### src/rtl/apm_pkg.sv
// ============================================================================
// apm_pkg: shared types and constants for the audio peak meter
// Holds default sizes, dB conversion constants, IEC scale breakpoints,
// the controller state type and the controller-to-datapath command bundle.
// ============================================================================
package apm_pkg;

    // Default sizes handed to the top level parameters
    localparam int NUM_CHANNELS_DEF   = 2;
    localparam int SAMPLE_BITS_DEF    = 24;
    localparam int LOG_TABLE_BITS_DEF = 6;

    // Result field widths
    localparam int LEVEL_W = 15;
    localparam int DB_W    = 16;

    // 20*log10(2) in Q.16 and the shift amount for the >>24 rescale
    localparam int             DB_K_W = 19;
    localparam logic [DB_K_W-1:0] DB_K = DB_K_W'(394566);
    localparam int             DB_SHIFT = 24;

    // IEC scale breakpoints, as dB magnitudes in Q8.8
    localparam logic [15:0] IEC_M70 = 16'd17920;
    localparam logic [15:0] IEC_M60 = 16'd15360;
    localparam logic [15:0] IEC_M50 = 16'd12800;
    localparam logic [15:0] IEC_M40 = 16'd10240;
    localparam logic [15:0] IEC_M30 = 16'd7680;
    localparam logic [15:0] IEC_M20 = 16'd5120;

    // IEC scale segment offsets, 0..100 in 1/256 units
    localparam logic [15:0] IEC_OFS_60 = 16'd640;
    localparam logic [15:0] IEC_OFS_50 = 16'd1920;
    localparam logic [15:0] IEC_OFS_40 = 16'd3840;
    localparam logic [15:0] IEC_OFS_30 = 16'd7680;
    localparam logic [15:0] IEC_OFS_20 = 16'd12800;
    localparam logic [15:0] IEC_FULL   = 16'd25600;

    // Magnitude used for the dB floor (-128 dB)
    localparam logic [15:0] DB_FLOOR_MAG = 16'h8000;

    // Controller states
    typedef enum logic [2:0] {
        ST_IDLE,
        ST_UPD,
        ST_LOD,
        ST_MUL,
        ST_FIN
    } state_t;

    // Commands from controller to datapath
    typedef struct packed {
        logic capture;  // latch the accepted item
        logic update;   // compare magnitude and update the held peak
        logic lod;      // fetch peak, clear it, leading-one detect, table read
        logic mul;      // dB product
        logic fin;      // rescale, IEC map, load result register
    } cmd_t;

endpackage

### src/rtl/apm_in_if.sv
// ============================================================================
// apm_in_if: item channel of the peak meter
// valid/ready handshake carrying one update or read request.
// ============================================================================
interface apm_in_if #(
    parameter int SAMPLE_BITS = 24
);
    logic                   valid;
    logic                   ready;
    logic                   func;
    logic                   direction;
    logic                   channel;
    logic [SAMPLE_BITS-1:0] sample;

    modport source (output valid, func, direction, channel, sample, input ready);
    modport sink   (input valid, func, direction, channel, sample, output ready);
endinterface

### src/rtl/apm_out_if.sv
// ============================================================================
// apm_out_if: result channel of the peak meter
// valid/ready handshake carrying the IEC level and the dBFS peak.
// ============================================================================
interface apm_out_if;
    logic                               valid;
    logic                               ready;
    logic [apm_pkg::LEVEL_W-1:0]        meter_level;
    logic signed [apm_pkg::DB_W-1:0]    peak_db;

    modport source (output valid, meter_level, peak_db, input ready);
    modport sink   (input valid, meter_level, peak_db, output ready);
endinterface

### src/rtl/apm_ctrl.sv
// ============================================================================
// apm_ctrl: sequencing controller of the peak meter
// Accepts items, steps the datapath through update or read, and owns the
// result valid flag.
// ============================================================================
module apm_ctrl (
    input  logic          clk,
    input  logic          rst_n,
    input  logic          in_valid,
    input  logic          in_func,
    output logic          in_ready,
    input  logic          out_ready,
    output logic          out_valid,
    output apm_pkg::cmd_t cmd
);
    import apm_pkg::*;

    state_t state_reg, state_next;
    logic   out_valid_reg, out_valid_next;
    logic   slot_free;

    assign slot_free = !out_valid_reg || out_ready;

    // Next state
    always_comb
    begin
        state_next = state_reg;
        case (state_reg)
            ST_IDLE:
            begin
                if (in_valid)
                begin
                    state_next = in_func ? ST_LOD : ST_UPD;
                end
            end
            ST_UPD:  state_next = ST_IDLE;
            ST_LOD:  state_next = ST_MUL;
            ST_MUL:  state_next = ST_FIN;
            ST_FIN:
            begin
                if (slot_free)
                begin
                    state_next = ST_IDLE;
                end
            end
            default: state_next = ST_IDLE;
        endcase
    end

    // Outputs
    always_comb
    begin
        cmd      = '0;
        in_ready = 1'b0;
        case (state_reg)
            ST_IDLE:
            begin
                in_ready    = 1'b1;
                cmd.capture = in_valid;
            end
            ST_UPD:  cmd.update = 1'b1;
            ST_LOD:  cmd.lod    = 1'b1;
            ST_MUL:  cmd.mul    = 1'b1;
            ST_FIN:  cmd.fin    = slot_free;
            default: cmd        = '0;
        endcase
    end

    // Result valid: set on load, cleared on transfer
    assign out_valid_next = cmd.fin || (out_valid_reg && !out_ready);
    assign out_valid      = out_valid_reg;

    always_ff @(posedge clk or negedge rst_n)
    begin
        if (!rst_n)
        begin
            state_reg     <= ST_IDLE;
            out_valid_reg <= 1'b0;
        end
        else
        begin
            state_reg     <= state_next;
            out_valid_reg <= out_valid_next;
        end
    end

endmodule

### src/rtl/apm_datapath.sv
// ============================================================================
// apm_datapath: peak store, log conversion and IEC scale
// Holds one peak per direction and channel, converts a read peak to Q8.8
// dBFS through a leading-one detector and a log2 ROM, then maps to IEC.
// ============================================================================
module apm_datapath #(
    parameter int NUM_CHANNELS   = 2,
    parameter int SAMPLE_BITS    = 24,
    parameter int LOG_TABLE_BITS = 6
) (
    input  logic                            clk,
    input  logic                            rst_n,
    input  apm_pkg::cmd_t                   cmd,
    input  logic                            direction,
    input  logic                            channel,
    input  logic [SAMPLE_BITS-1:0]          sample,
    output logic [apm_pkg::LEVEL_W-1:0]     meter_level,
    output logic signed [apm_pkg::DB_W-1:0] peak_db
);
    import apm_pkg::*;

    localparam int MW        = SAMPLE_BITS - 1;       // magnitude width
    localparam int PW        = $clog2(MW + 1);        // leading-one position width
    localparam int T         = LOG_TABLE_BITS;
    localparam int TBL_DEPTH = 1 << T;
    localparam int W         = MW + T;                // normalizer width
    localparam int ENTRIES   = 2 * NUM_CHANNELS;
    localparam int SLW       = $clog2(ENTRIES);
    localparam int NLW       = PW + 16;               // -log2 in Q.16
    localparam int PRW       = NLW + DB_K_W;          // dB product width
    localparam logic [PW-1:0] PTOP = PW'(MW - 1);
    localparam logic [PW-1:0] PFS  = PW'(MW);         // full-scale position

    typedef logic [15:0] rom_t [TBL_DEPTH];

    // log2(1 + i/2^T) in Q0.16 by bit-serial squaring, truncated
    function automatic logic [15:0] log2_frac_q16(input int i);
        logic [63:0] x;
        logic [15:0] r;
        x = (64'd1 << 30) + (64'(i) << (30 - T));
        r = '0;
        for (int k = 0; k < 16; k++)
        begin
            x = (x * x) >> 30;
            r = {r[14:0], 1'b0};
            if (x >= (64'd1 << 31))
            begin
                r[0] = 1'b1;
                x    = x >> 1;
            end
        end
        return r;
    endfunction

    function automatic rom_t build_rom();
        rom_t r;
        for (int i = 0; i < TBL_DEPTH; i++)
        begin
            r[i] = log2_frac_q16(i);
        end
        return r;
    endfunction

    localparam rom_t LOG_ROM = build_rom();

    // Captured item
    logic                   dir_reg;
    logic                   ch_reg;
    logic [SAMPLE_BITS-1:0] sample_reg;

    // Peak store
    logic [MW-1:0] store_reg [ENTRIES];

    // Pipeline registers
    logic [PW-1:0]  p_reg;
    logic           zero_reg;
    logic           neg_reg;
    logic [15:0]    tbl_reg;
    logic [PRW-1:0] prod_reg;
    logic [LEVEL_W-1:0]     level_reg;
    logic signed [DB_W-1:0] db_reg;

    logic           ok;
    logic [SLW-1:0] slot;
    logic [SAMPLE_BITS-1:0] neg_s;
    logic [MW-1:0]  mag;
    logic [MW-1:0]  peak;
    logic [PW-1:0]  p;
    logic [W-1:0]   norm;
    logic [T-1:0]   idx;
    logic [NLW-1:0] scaled;
    logic [NLW-1:0] diff;
    logic           neg_l;
    logic [PRW:0]   rnd;
    logic           floor_db;
    logic [15:0]    a;
    logic [15:0]    t;
    logic [15:0]    lvl;

    // Item capture
    always_ff @(posedge clk)
    begin
        if (cmd.capture)
        begin
            dir_reg    <= direction;
            ch_reg     <= channel;
            sample_reg <= sample;
        end
    end

    // Slot select; an unsupported channel touches nothing
    always_comb
    begin
        ok   = int'(ch_reg) < NUM_CHANNELS;
        slot = SLW'(int'(dir_reg) * NUM_CHANNELS + (ok ? int'(ch_reg) : 0));
    end

    // Sample magnitude, most negative value saturates
    always_comb
    begin
        neg_s = (~sample_reg) + SAMPLE_BITS'(1);
        if (!sample_reg[SAMPLE_BITS-1])
        begin
            mag = sample_reg[MW-1:0];
        end
        else if (sample_reg == {1'b1, {MW{1'b0}}})
        begin
            mag = {MW{1'b1}};
        end
        else
        begin
            mag = neg_s[MW-1:0];
        end
    end

    // Peak store: max on update, clear on read
    always_ff @(posedge clk or negedge rst_n)
    begin
        if (!rst_n)
        begin
            for (int i = 0; i < ENTRIES; i++)
            begin
                store_reg[i] <= '0;
            end
        end
        else if (cmd.update && ok && (mag > store_reg[slot]))
        begin
            store_reg[slot] <= mag;
        end
        else if (cmd.lod && ok)
        begin
            store_reg[slot] <= '0;
        end
    end

    // Leading one and table index
    always_comb
    begin
        peak = ok ? store_reg[slot] : '0;
        p    = '0;
        for (int b = 0; b < MW; b++)
        begin
            if (peak[b])
            begin
                p = PW'(b);
            end
        end
        norm = {peak, {T{1'b0}}} << (PTOP - p);
        idx  = norm[W-2 -: T];
    end

    // Stage 1: position, zero flag, ROM read
    always_ff @(posedge clk)
    begin
        if (cmd.lod)
        begin
            p_reg    <= p;
            zero_reg <= (peak == '0);
            tbl_reg  <= LOG_ROM[idx];
        end
    end

    // -log2 in Q.16, full scale sits one octave above the top magnitude bit;
    // a negative value lands on the floor
    always_comb
    begin
        scaled = {PFS - p_reg, 16'h0000};
        neg_l  = scaled < NLW'(tbl_reg);
        diff   = scaled - NLW'(tbl_reg);
    end

    // Stage 2: dB product
    always_ff @(posedge clk)
    begin
        if (cmd.mul)
        begin
            prod_reg <= PRW'(diff) * PRW'(DB_K);
            neg_reg  <= neg_l;
        end
    end

    // Round, rescale and floor; a is the dB magnitude
    always_comb
    begin
        rnd      = {1'b0, prod_reg} + ((PRW+1)'(1) << (DB_SHIFT - 1));
        floor_db = zero_reg || neg_reg || (|rnd[PRW:DB_SHIFT+15]);
        a        = floor_db ? DB_FLOOR_MAG : {1'b0, rnd[DB_SHIFT+14:DB_SHIFT]};
    end

    // IEC piecewise-linear scale
    always_comb
    begin
        t   = '0;
        lvl = '0;
        if (a > IEC_M70)
        begin
            lvl = '0;
        end
        else if (a > IEC_M60)
        begin
            t   = IEC_M70 - a;
            lvl = t >> 2;
        end
        else if (a > IEC_M50)
        begin
            t   = IEC_M60 - a;
            lvl = (t >> 1) + IEC_OFS_60;
        end
        else if (a > IEC_M40)
        begin
            t   = (IEC_M50 - a) * 16'd3;
            lvl = (t >> 2) + IEC_OFS_50;
        end
        else if (a > IEC_M30)
        begin
            t   = (IEC_M40 - a) * 16'd3;
            lvl = (t >> 1) + IEC_OFS_40;
        end
        else if (a > IEC_M20)
        begin
            t   = (IEC_M30 - a) << 1;
            lvl = t + IEC_OFS_30;
        end
        else if (a != '0)
        begin
            t   = (IEC_M20 - a) * 16'd5;
            lvl = (t >> 1) + IEC_OFS_20;
        end
        else
        begin
            lvl = IEC_FULL;
        end
    end

    // Result register
    always_ff @(posedge clk)
    begin
        if (cmd.fin)
        begin
            level_reg <= lvl[LEVEL_W-1:0];
            db_reg    <= $signed((~a) + 16'd1);
        end
    end

    assign meter_level = level_reg;
    assign peak_db     = db_reg;

endmodule

### src/rtl/audio_peak_meter_iec_scale.sv
// ============================================================================
// audio_peak_meter_iec_scale: held-peak meter with dBFS and IEC scale output
// Keeps a peak magnitude per direction and channel; a read returns it as
// Q8.8 dBFS and as an IEC level 0..25600, then clears it.
// ============================================================================
//
//  Channel  Dir  Payload                                  Transfers
//  item     in   func, direction, channel, sample         every request
//  meter    out  meter_level, peak_db                     one per read
//
//  An update runs transfer, then compare and write.
//  A read runs transfer, peak fetch with leading-one detect and log ROM
//  read, dB multiply, rescale with IEC map into the result register.
//  The read holds in its last step while the result register is still full.
//  Reset clears the peak store at once; no sweep follows it.
//
module audio_peak_meter_iec_scale #(
    parameter int NUM_CHANNELS   = apm_pkg::NUM_CHANNELS_DEF,
    parameter int SAMPLE_BITS    = apm_pkg::SAMPLE_BITS_DEF,
    parameter int LOG_TABLE_BITS = apm_pkg::LOG_TABLE_BITS_DEF
) (
    input  logic       clk,
    input  logic       rst_n,
    apm_in_if.sink     item,
    apm_out_if.source  meter
);
    import apm_pkg::*;

    cmd_t cmd;

    // Controller
    apm_ctrl u_ctrl (
        .clk       (clk),
        .rst_n     (rst_n),
        .in_valid  (item.valid),
        .in_func   (item.func),
        .in_ready  (item.ready),
        .out_ready (meter.ready),
        .out_valid (meter.valid),
        .cmd       (cmd)
    );

    // Datapath
    apm_datapath #(
        .NUM_CHANNELS   (NUM_CHANNELS),
        .SAMPLE_BITS    (SAMPLE_BITS),
        .LOG_TABLE_BITS (LOG_TABLE_BITS)
    ) u_datapath (
        .clk         (clk),
        .rst_n       (rst_n),
        .cmd         (cmd),
        .direction   (item.direction),
        .channel     (item.channel),
        .sample      (item.sample),
        .meter_level (meter.meter_level),
        .peak_db     (meter.peak_db)
    );

endmodule

### src/flat_wrapper.sv
// flat-port wrapper written by rule: the top's interface ports become plain ports
module audio_peak_meter_iec_scale_flat import apm_pkg::*;
#(
    parameter int NUM_CHANNELS   = apm_pkg::NUM_CHANNELS_DEF,
    parameter int SAMPLE_BITS    = apm_pkg::SAMPLE_BITS_DEF,
    parameter int LOG_TABLE_BITS = apm_pkg::LOG_TABLE_BITS_DEF
)
  (clk, rst_n, item_valid, item_func, item_direction, item_channel, item_sample, item_ready, meter_valid, meter_meter_level, meter_peak_db, meter_ready);
  apm_in_if #(.SAMPLE_BITS(SAMPLE_BITS)) item_i ();
  apm_out_if meter_i ();
  input  logic clk;
  input  logic rst_n;
  input wire logic [$bits(item_i.valid)-1:0] item_valid;
  input wire logic [$bits(item_i.func)-1:0] item_func;
  input wire logic [$bits(item_i.direction)-1:0] item_direction;
  input wire logic [$bits(item_i.channel)-1:0] item_channel;
  input wire logic [$bits(item_i.sample)-1:0] item_sample;
  output wire logic [$bits(item_i.ready)-1:0] item_ready;
  output wire logic [$bits(meter_i.valid)-1:0] meter_valid;
  output wire logic [$bits(meter_i.meter_level)-1:0] meter_meter_level;
  output wire logic [$bits(meter_i.peak_db)-1:0] meter_peak_db;
  input wire logic [$bits(meter_i.ready)-1:0] meter_ready;
  assign item_i.valid = item_valid;
  assign item_i.func = item_func;
  assign item_i.direction = item_direction;
  assign item_i.channel = item_channel;
  assign item_i.sample = item_sample;
  assign item_ready = item_i.ready;
  assign meter_valid = meter_i.valid;
  assign meter_meter_level = meter_i.meter_level;
  assign meter_peak_db = meter_i.peak_db;
  assign meter_i.ready = meter_ready;
  audio_peak_meter_iec_scale #(.NUM_CHANNELS(NUM_CHANNELS), .SAMPLE_BITS(SAMPLE_BITS), .LOG_TABLE_BITS(LOG_TABLE_BITS)) u_core (.clk(clk), .rst_n(rst_n), .item(item_i), .meter(meter_i));
endmodule
### config.mk
export PLATFORM = sky130hd
export DESIGN_NAME = audio_peak_meter_iec_scale_flat
export DESIGN_NICKNAME = d
export VERILOG_FILES = /design/src/rtl/apm_pkg.sv /design/src/rtl/apm_in_if.sv /design/src/rtl/apm_out_if.sv /design/src/rtl/apm_ctrl.sv /design/src/rtl/apm_datapath.sv /design/src/rtl/audio_peak_meter_iec_scale.sv /design/src/flat_wrapper.sv
export SDC_FILE = /design/constraint.sdc
export NUM_CORES = 1
export LEC_CHECK = 0
export ABC_AREA = 0
export BUFFER_PORTS_ARGS = -buffer_cell sky130_fd_sc_hd__buf_2
export CAP_MARGIN = 30
export CORE_ASPECT_RATIO = 1.4
export CORE_MARGIN = 3
export CORE_UTILIZATION = 35
export DETAILED_ROUTE_END_ITERATION = 6
export HOLD_SLACK_MARGIN = 0.02
export RECOVER_POWER = 50
export SLEW_MARGIN = 20
export SYNTH_ARGS = -nofsm -noshare
export SYNTH_HDL_FRONTEND = slang
export SYNTH_SLANG_ARGS = --single-unit
### constraint.sdc
create_clock -name clk -period 9.7 [get_ports clk]
set_input_delay 0.485 -clock clk [delete_from_list [all_inputs] [get_ports clk]]
set_output_delay 0.485 -clock clk [all_outputs]
set_load 0.05 [all_outputs]
=== Word level (Yosys, flattened, before mapping) ===
Memory sizes are Yosys's and may differ from the RTL's. A register that Yosys moved wholly into a read port is not among the register bits.
Index checks and enable logic that the tools add are counted.

* Output and inout bits: 33
* Bits in read-only memories: 1024
* Memories kept: 1
* Bits of input ports: 31
* Flip-flop bits (word level): 199
* Word-level logic and storage cells: 128

* Shift-type cells: 1
* Bitwise operators: 6
* Multipliers: 4
* Equal/unequal tests: 7
* Reductions and logical operators: 16
* Add/sub/neg operators: 18
* Mux-type cells: 49
* $lt $le $gt $ge: 10

{| class="wikitable"
|+ Memory list
! memory !! depth !! bits a word !! read ports !! clocked after Yosys merged registers in !! wr ports !! RTL line !! text
|-
| (no name shown) || 64 || 16 || 1 || 1 || 0 || apm_datapath.sv:179 || <nowiki>tbl_reg <= LOG_ROM[idx];</nowiki>
|}

{| class="wikitable"
|+ Operators with widths
! kind !! number
|-
| $mux 92 || 2
|-
| $mux 23 || 5
|-
| $mux 5 || 21
|-
| $and 92x92->92 || 1
|-
| $bwmux 92 || 1
|-
| $not 92->92 || 1
|-
| $mux 15 || 5
|-
| $gt 16x14->1 const B || 3
|-
| $sub 14x16->16 const A || 3
|-
| $bmux 23 s2 || 1
|-
| $demux 23 s2 || 1
|-
| $add 40x24->41 const B || 1
|-
| $mul 21x18->39 const B || 1
|-
| $gt 16x13->1 const B || 2
|-
| $mul 16x2->16 const B || 2
|-
| $shl 29x5->28 || 1
|-
| $eq 24x24->1 const B || 1
|-
| $add 23x1->23 const B || 1
|-
| $gt 23x23->1 || 1
|-
| $logic_not 23->1 || 1
|-
| $not 23->23 || 1
|-
| $lt 21x16->1 || 1
|-
| $sub 21x16->21 || 1
|-
| $add 16x1->16 const B || 1
|-
| other kinds (35) || 52
|}

=== Logic depth before layout (Yosys ltp) ===
* Depth after elaboration: 30
* Depth in mapped cells: 31
* Mapped depth without buffers: 28

=== By module ===
A second synthesis with hierarchy kept.

* Cells, all modules: 2080
* Area total of the unflattened synthesis: 19910.3 um^2

{| class="wikitable"
|+ By module, submodules not included
! module !! times used !! cells each !! sequential area each (um^2) !! area each (um^2)
|-
| apm_datapath || 1 || 2060 || 5215.0 || 19718.9
|-
| apm_ctrl || 1 || 20 || 100.1 || 191.4
|}

=== Worst setup path before layout ===
Ideal clock, no wire load.

* Path type: register to register
* Start: reg u_core.u_datapath.tbl_reg[4]
* End: reg u_core.u_datapath.prod_reg[39], data pin
* Data arrival time: 6.372 ns
* Cell stages (with the launch flop): 27
* Buffers on the path: 0
* Required time: 9.440 ns
* Setup time: 0.260 ns
* Clock period less this slack: 6.632 ns
* Slack: 3.068 ns
* Cells stage by stage: edfxtp_1 > nor4_1 > nand2_1 > or2_2 > nor4_1 > nor2b_1 > nor2b_1 > xnor2_1 > ha_1 > ha_1 > inv_1 > fa_1 > inv_1 > fa_1 > fa_1 > ha_1 > a2111oi_0 > o21ai_0 > a221oi_1 > o221ai_1 > a41oi_1 > o211ai_1 > nand2_1 > o21ai_0 > o21a_1 > nor2_1 > xnor2_1

* Cells in the longest elaborated chain, start to end: 2

{| class="wikitable"
|+ RTL lines
! what !! RTL line !! text
|-
| from (decl) || apm_datapath.sv:78 || <nowiki>logic [15:0] tbl_reg;</nowiki>
|-
| $sub 21x16->21 || apm_datapath.sv:189 || <nowiki>diff = scaled - NLW'(tbl_reg);</nowiki>
|-
| $mul 21x18->39 || apm_datapath.sv:197 || <nowiki>prod_reg <= PRW'(diff) * PRW'(DB_K);</nowiki>
|-
| to (signal assigned) || apm_datapath.sv:197 ||
|-
| to (decl) || apm_datapath.sv:79 || <nowiki>logic [PRW-1:0] prod_reg;</nowiki>
|}

No other way between the ends.
A chain may end at the register's enable or synchronous reset.

=== Worst setup path after layout ===
* Start: reg u_core.u_datapath.ch_reg
* End: reg u_core.u_datapath.tbl_reg[6], data pin

* Cells in the longest elaborated chain, start to end: 30

{| class="wikitable"
|+ RTL lines
! what !! RTL line !! text
|-
| from (decl) || apm_datapath.sv:68 || <nowiki>logic ch_reg;</nowiki>
|-
| from (signal assigned) || apm_datapath.sv:106 || <nowiki>ch_reg <= channel;</nowiki>
|-
| $add 2x1->2 * || apm_datapath.sv:115 || <nowiki>slot = SLW'(int'(dir_reg) * NUM_CHANNELS + (ok ? int'(ch_reg) : 0));</nowiki>
|-
| $not 2->3 (implied by the code) * || apm_datapath.sv:159 || <nowiki>peak = ok ? store_reg[slot] : '0;</nowiki>
|-
| $bmux 23 s2 * || apm_datapath.sv:159 ||
|-
| $mux 23 (implied by the code) * (2 in a row) || apm_datapath.sv:159 ||
|-
| $mux 1 || apm_datapath.sv:163 || <nowiki>if (peak[b])</nowiki>
|-
| $mux 5 (21 in a row) || apm_datapath.sv:163 ||
|-
| $sub 5x5->5 || apm_datapath.sv:168 || <nowiki>norm = {peak, {T{1'b0}}} << (PTOP - p);</nowiki>
|-
| $shl 29x5->28 * || apm_datapath.sv:168 ||
|-
| $not 6->7 (implied by the code) * || apm_datapath.sv:179 ||
|}

Every way passes the cells marked *; elsewhere a longest branch is shown, timed or not. The select of a mux whose other input is x is not followed.

==> out/metrics.yaml <==
run_status:
  status: "finished, violations left"
  failed_checks: "capacitance limit, slew limit"
logic_synthesis:
  ys_seq_elements: 193
  synth.net_count: 2494
  flip_flop_cell_with_the_highest_count_after_synthesis: "sky130_fd_sc_hd__edfxtp_1"
  synth_warn: 0
  ys_async_sr_fraction_pct: 49.7
  count_of_flip_flops_with_a_built_in_enable_after_synthesis: 97
  synthDistinctLibCells: 92
  ys_seq_area_share_pct: 26.5
  synthesis.instances: 2124
  synthesis.area_per_instance_sq_um: 9.43
  synthesis.area_sq_um: 20000
sta:
  grt_setup_unrepaired: "false"
  maxSlewViolCount: 158
  tightestPinTransition_ns: 3.45
  relSlewSlack_pct: -130
  fmax_ghz: 0.126
  clock_skew_ns: 0.0250
  finalHoldViolCount: 0
  postLayoutSetupSlackWorst_ns: 1.74
  finalWorstPathRequiredPeriod_ns: 7.96
  fin_setup_tns_ns: 0
  finalCritPeriodShare_pct: 82.0
  report.final.setup_viol: 0
grt:
  grt_util_all_layers_pct: 19.0
  grt_pass1_vias: 16969
  first_pass_grt_wire_length_um: 92100
  grt_start_max_net_pins: 67
  grt.overflow.total: 0
  initial_antenna_violation_count: 0
detailed_routing:
  drt_pass1_iterations: 5
  dr_vias_cell: 5.73
  num_vias: 16642
  drt-wirelength-per-cell_um: 19.9
  remaining_drc_errors: 0
  drt_iter0_drc: 1135
  routed_wirelength_um: 57800
  final_antenna_net_count: 0
setup_path:
  cpLargestDelayFamily: "compound AO/OA/AOI/OAI gates"
  critical_path.max_fanout: 23
  slowest_stage: "sky130_fd_sc_hd__ha_1"
  crit_path_end_kind: "flip-flop"
  worst-endpoint-arrival_ns: 8.20
  regToRegSetupSlack_ns: 1.74
  critPathLaunchType: "flip-flop"
  required_ns: 9.94
  critical-path-top-cell-by-count: "sky130_fd_sc_hd__nor2_1"
  setup.worst_path.start: "u_core.u_datapath.ch_reg$_DFFE_PP_"
  cp_cell_sequence: "buf_4 > mux4_2 > nand2b_1 > and2_1 > nand2b_1 > o21ai_2 > inv_2 > ha_1 > inv_2 > nor2_1 > a21oi_1 > nor2_1 > a31oi_1 > mux2_2 > o21ai_0 > mux2i_1 > a311oi_4 > ha_1 > nor2_1 > nand2_1 > and3_1 > o311a_1"
  timing.critical_path.buf_inv: 3
  rr_startpoint: "u_core.u_datapath.ch_reg$_DFFE_PP_"
  setup.worst_path.class: "reg2reg"
  critical-path-max-stage-delay_ns: 0.84
finish:
  antennaDiodeCount: 0
  seq_area_sq_um: 5320
  most-common-layout-cells: "sky130_fd_sc_hd__ha_1 (266), sky130_fd_sc_hd__inv_1 (228), sky130_fd_sc_hd__nor2_1 (141)"
  largest_register_ffs: 92
  fraction_of_final_layout_cells_sized_beyond_drive_strength_1_pct: 7.23
  num-nets-final: 2528
  combined_area_of_the_multi_input_logic_cells_sq_um: 13500
  area_growth_syn_to_layout_pct: 8.60
  mostFrequentLayoutCell: "sky130_fd_sc_hd__ha_1"
  layout.filler_cells: 5641
clock_network:
  cts_tree: "done"
  clock-sinks: 193
  path_clk_slew_ns: 0.09
  htree_num_levels: 4
  clk_path_buf_depth: 2
  cts_repair_resize_count: 0
  total_cts_buffers: 17
  insertion_delay_ns: 0.48
  ctsRootBufferMaster: "sky130_fd_sc_hd__clkbuf_16"
place:
  gp_congestion: 0.944
  place.port_buffers: 63
  dpl_worst_slack_ns: 1.77
  dp.final_hpwl_um: 44800
floorplanning:
  die_w_um: 208
  die-area_sq_um: 60200
  initial_core_util_pct: 35.4
  coreArea_sq_um: 56600
  boundaryPins: 64
  fp-row-count: 103
  die_h_um: 289
hold_path:
  hold_path_startpoint: "item_sample[10]"
  worst_hold_path_type: "in2reg"
run:
  max_cap_violations: 4
[metrics by stage]
stage               cell area (sq um)  hold slack, ns  std cells  utilization, %
detailed placement              21200           0.469       2871            37.5
global route                    21800           0.157       2906            38.5
finish                          21800           0.179       2906            38.5
CTS                             21800           0.151       2904            38.6
floorplan                       20000           0.189       2124               -
global placement                21200           0.464       2869            37.4
[cells in the mapped netlist, types with 20 or more instances]
cell type | n | share of area (%)
sky130_fd_sc_hd__a211oi_1 | 30 | 1.1
sky130_fd_sc_hd__a21o_1 | 28 | 1.0
sky130_fd_sc_hd__a21oi_1 | 92 | 2.3
sky130_fd_sc_hd__a31oi_1 | 24 | 0.75
sky130_fd_sc_hd__clkbuf_1 | 63 | 1.2
sky130_fd_sc_hd__dfrtp_1 | 96 | 12
sky130_fd_sc_hd__edfxtp_1 | 97 | 15
sky130_fd_sc_hd__fa_1 | 73 | 7.3
sky130_fd_sc_hd__ha_1 | 266 | 17
sky130_fd_sc_hd__inv_1 | 228 | 4.3
sky130_fd_sc_hd__mux2i_1 | 28 | 1.4
sky130_fd_sc_hd__mux4_2 | 24 | 2.7
sky130_fd_sc_hd__nand2_1 | 114 | 2.1
sky130_fd_sc_hd__nand2b_1 | 20 | 0.62
sky130_fd_sc_hd__nand3_1 | 43 | 1.1
sky130_fd_sc_hd__nor2_1 | 141 | 2.6
sky130_fd_sc_hd__nor3_1 | 46 | 1.1
sky130_fd_sc_hd__o211ai_1 | 27 | 1.0
sky130_fd_sc_hd__o21a_1 | 20 | 0.75
sky130_fd_sc_hd__o21ai_0 | 98 | 2.4
sky130_fd_sc_hd__o2bb2ai_1 | 94 | 4.1
sky130_fd_sc_hd__xnor2_1 | 94 | 4.1
sky130_fd_sc_hd__xor2_1 | 45 | 2.0
[per-layer routing]
| metal | GRT usage (%) | wire length [um] |
|---|---|---|
| met1 | 22.3 | 23000 |
| met2 | 34.7 | 29700 |
| met3 | 2.07 | 2460 |
| met4 | 9.18 | 2690 |
| met5 | 0 | 0 |
[final cells by class]
type	instances	area share, %
multi-input cells	1610	61.9
flip-flops and latches	193	24.4
well taps	735	4.23
inverters	232	4.00
repair buffers	104	2.79
clock buffers	18	1.97
clock inverters	14	0.673
[path summary, 6_finish.rpt]
path / endpoint / depth (start not counted)
max: u_core.u_datapath.tbl_reg[6]$_DFFE_PP_ / 22
min: u_core.u_datapath.sample_reg[10]$_DFFE_PP_ / 1
max reg2reg: u_core.u_datapath.tbl_reg[6]$_DFFE_PP_ / 22
min reg2reg: u_core.u_datapath.store_reg[8]$_DFFE_PN0P_ / 1
max in group asynchronous: u_core.u_datapath.store_reg[21]$_DFFE_PN0P_ / 3
min in group asynchronous: u_core.u_datapath.store_reg[2]$_DFFE_PN0P_ / 2
[logic make-up after synthesis]
family | Yosys count | share of synthesized area (%)
AO/OA/AOI/OAI | 572 | 20.3
AND/OR/NAND/NOR | 502 | 12.4
adder cells (fa/ha/maj) | 339 | 23.9
buffers and inverters | 321 | 6.32
flip-flops | 193 | 26.5
XOR/XNOR | 141 | 6.27
multiplexers | 56 | 4.32
[timing repair]
item | CTS | global route
buffers inserted | 0 | 0
endpoints found under the hold margin | 30 | 0
hold buffers | 1 | 0
Power is not shown: default switching activity piles up to over one toggle a cycle in this logic, so the estimate is an artifact.
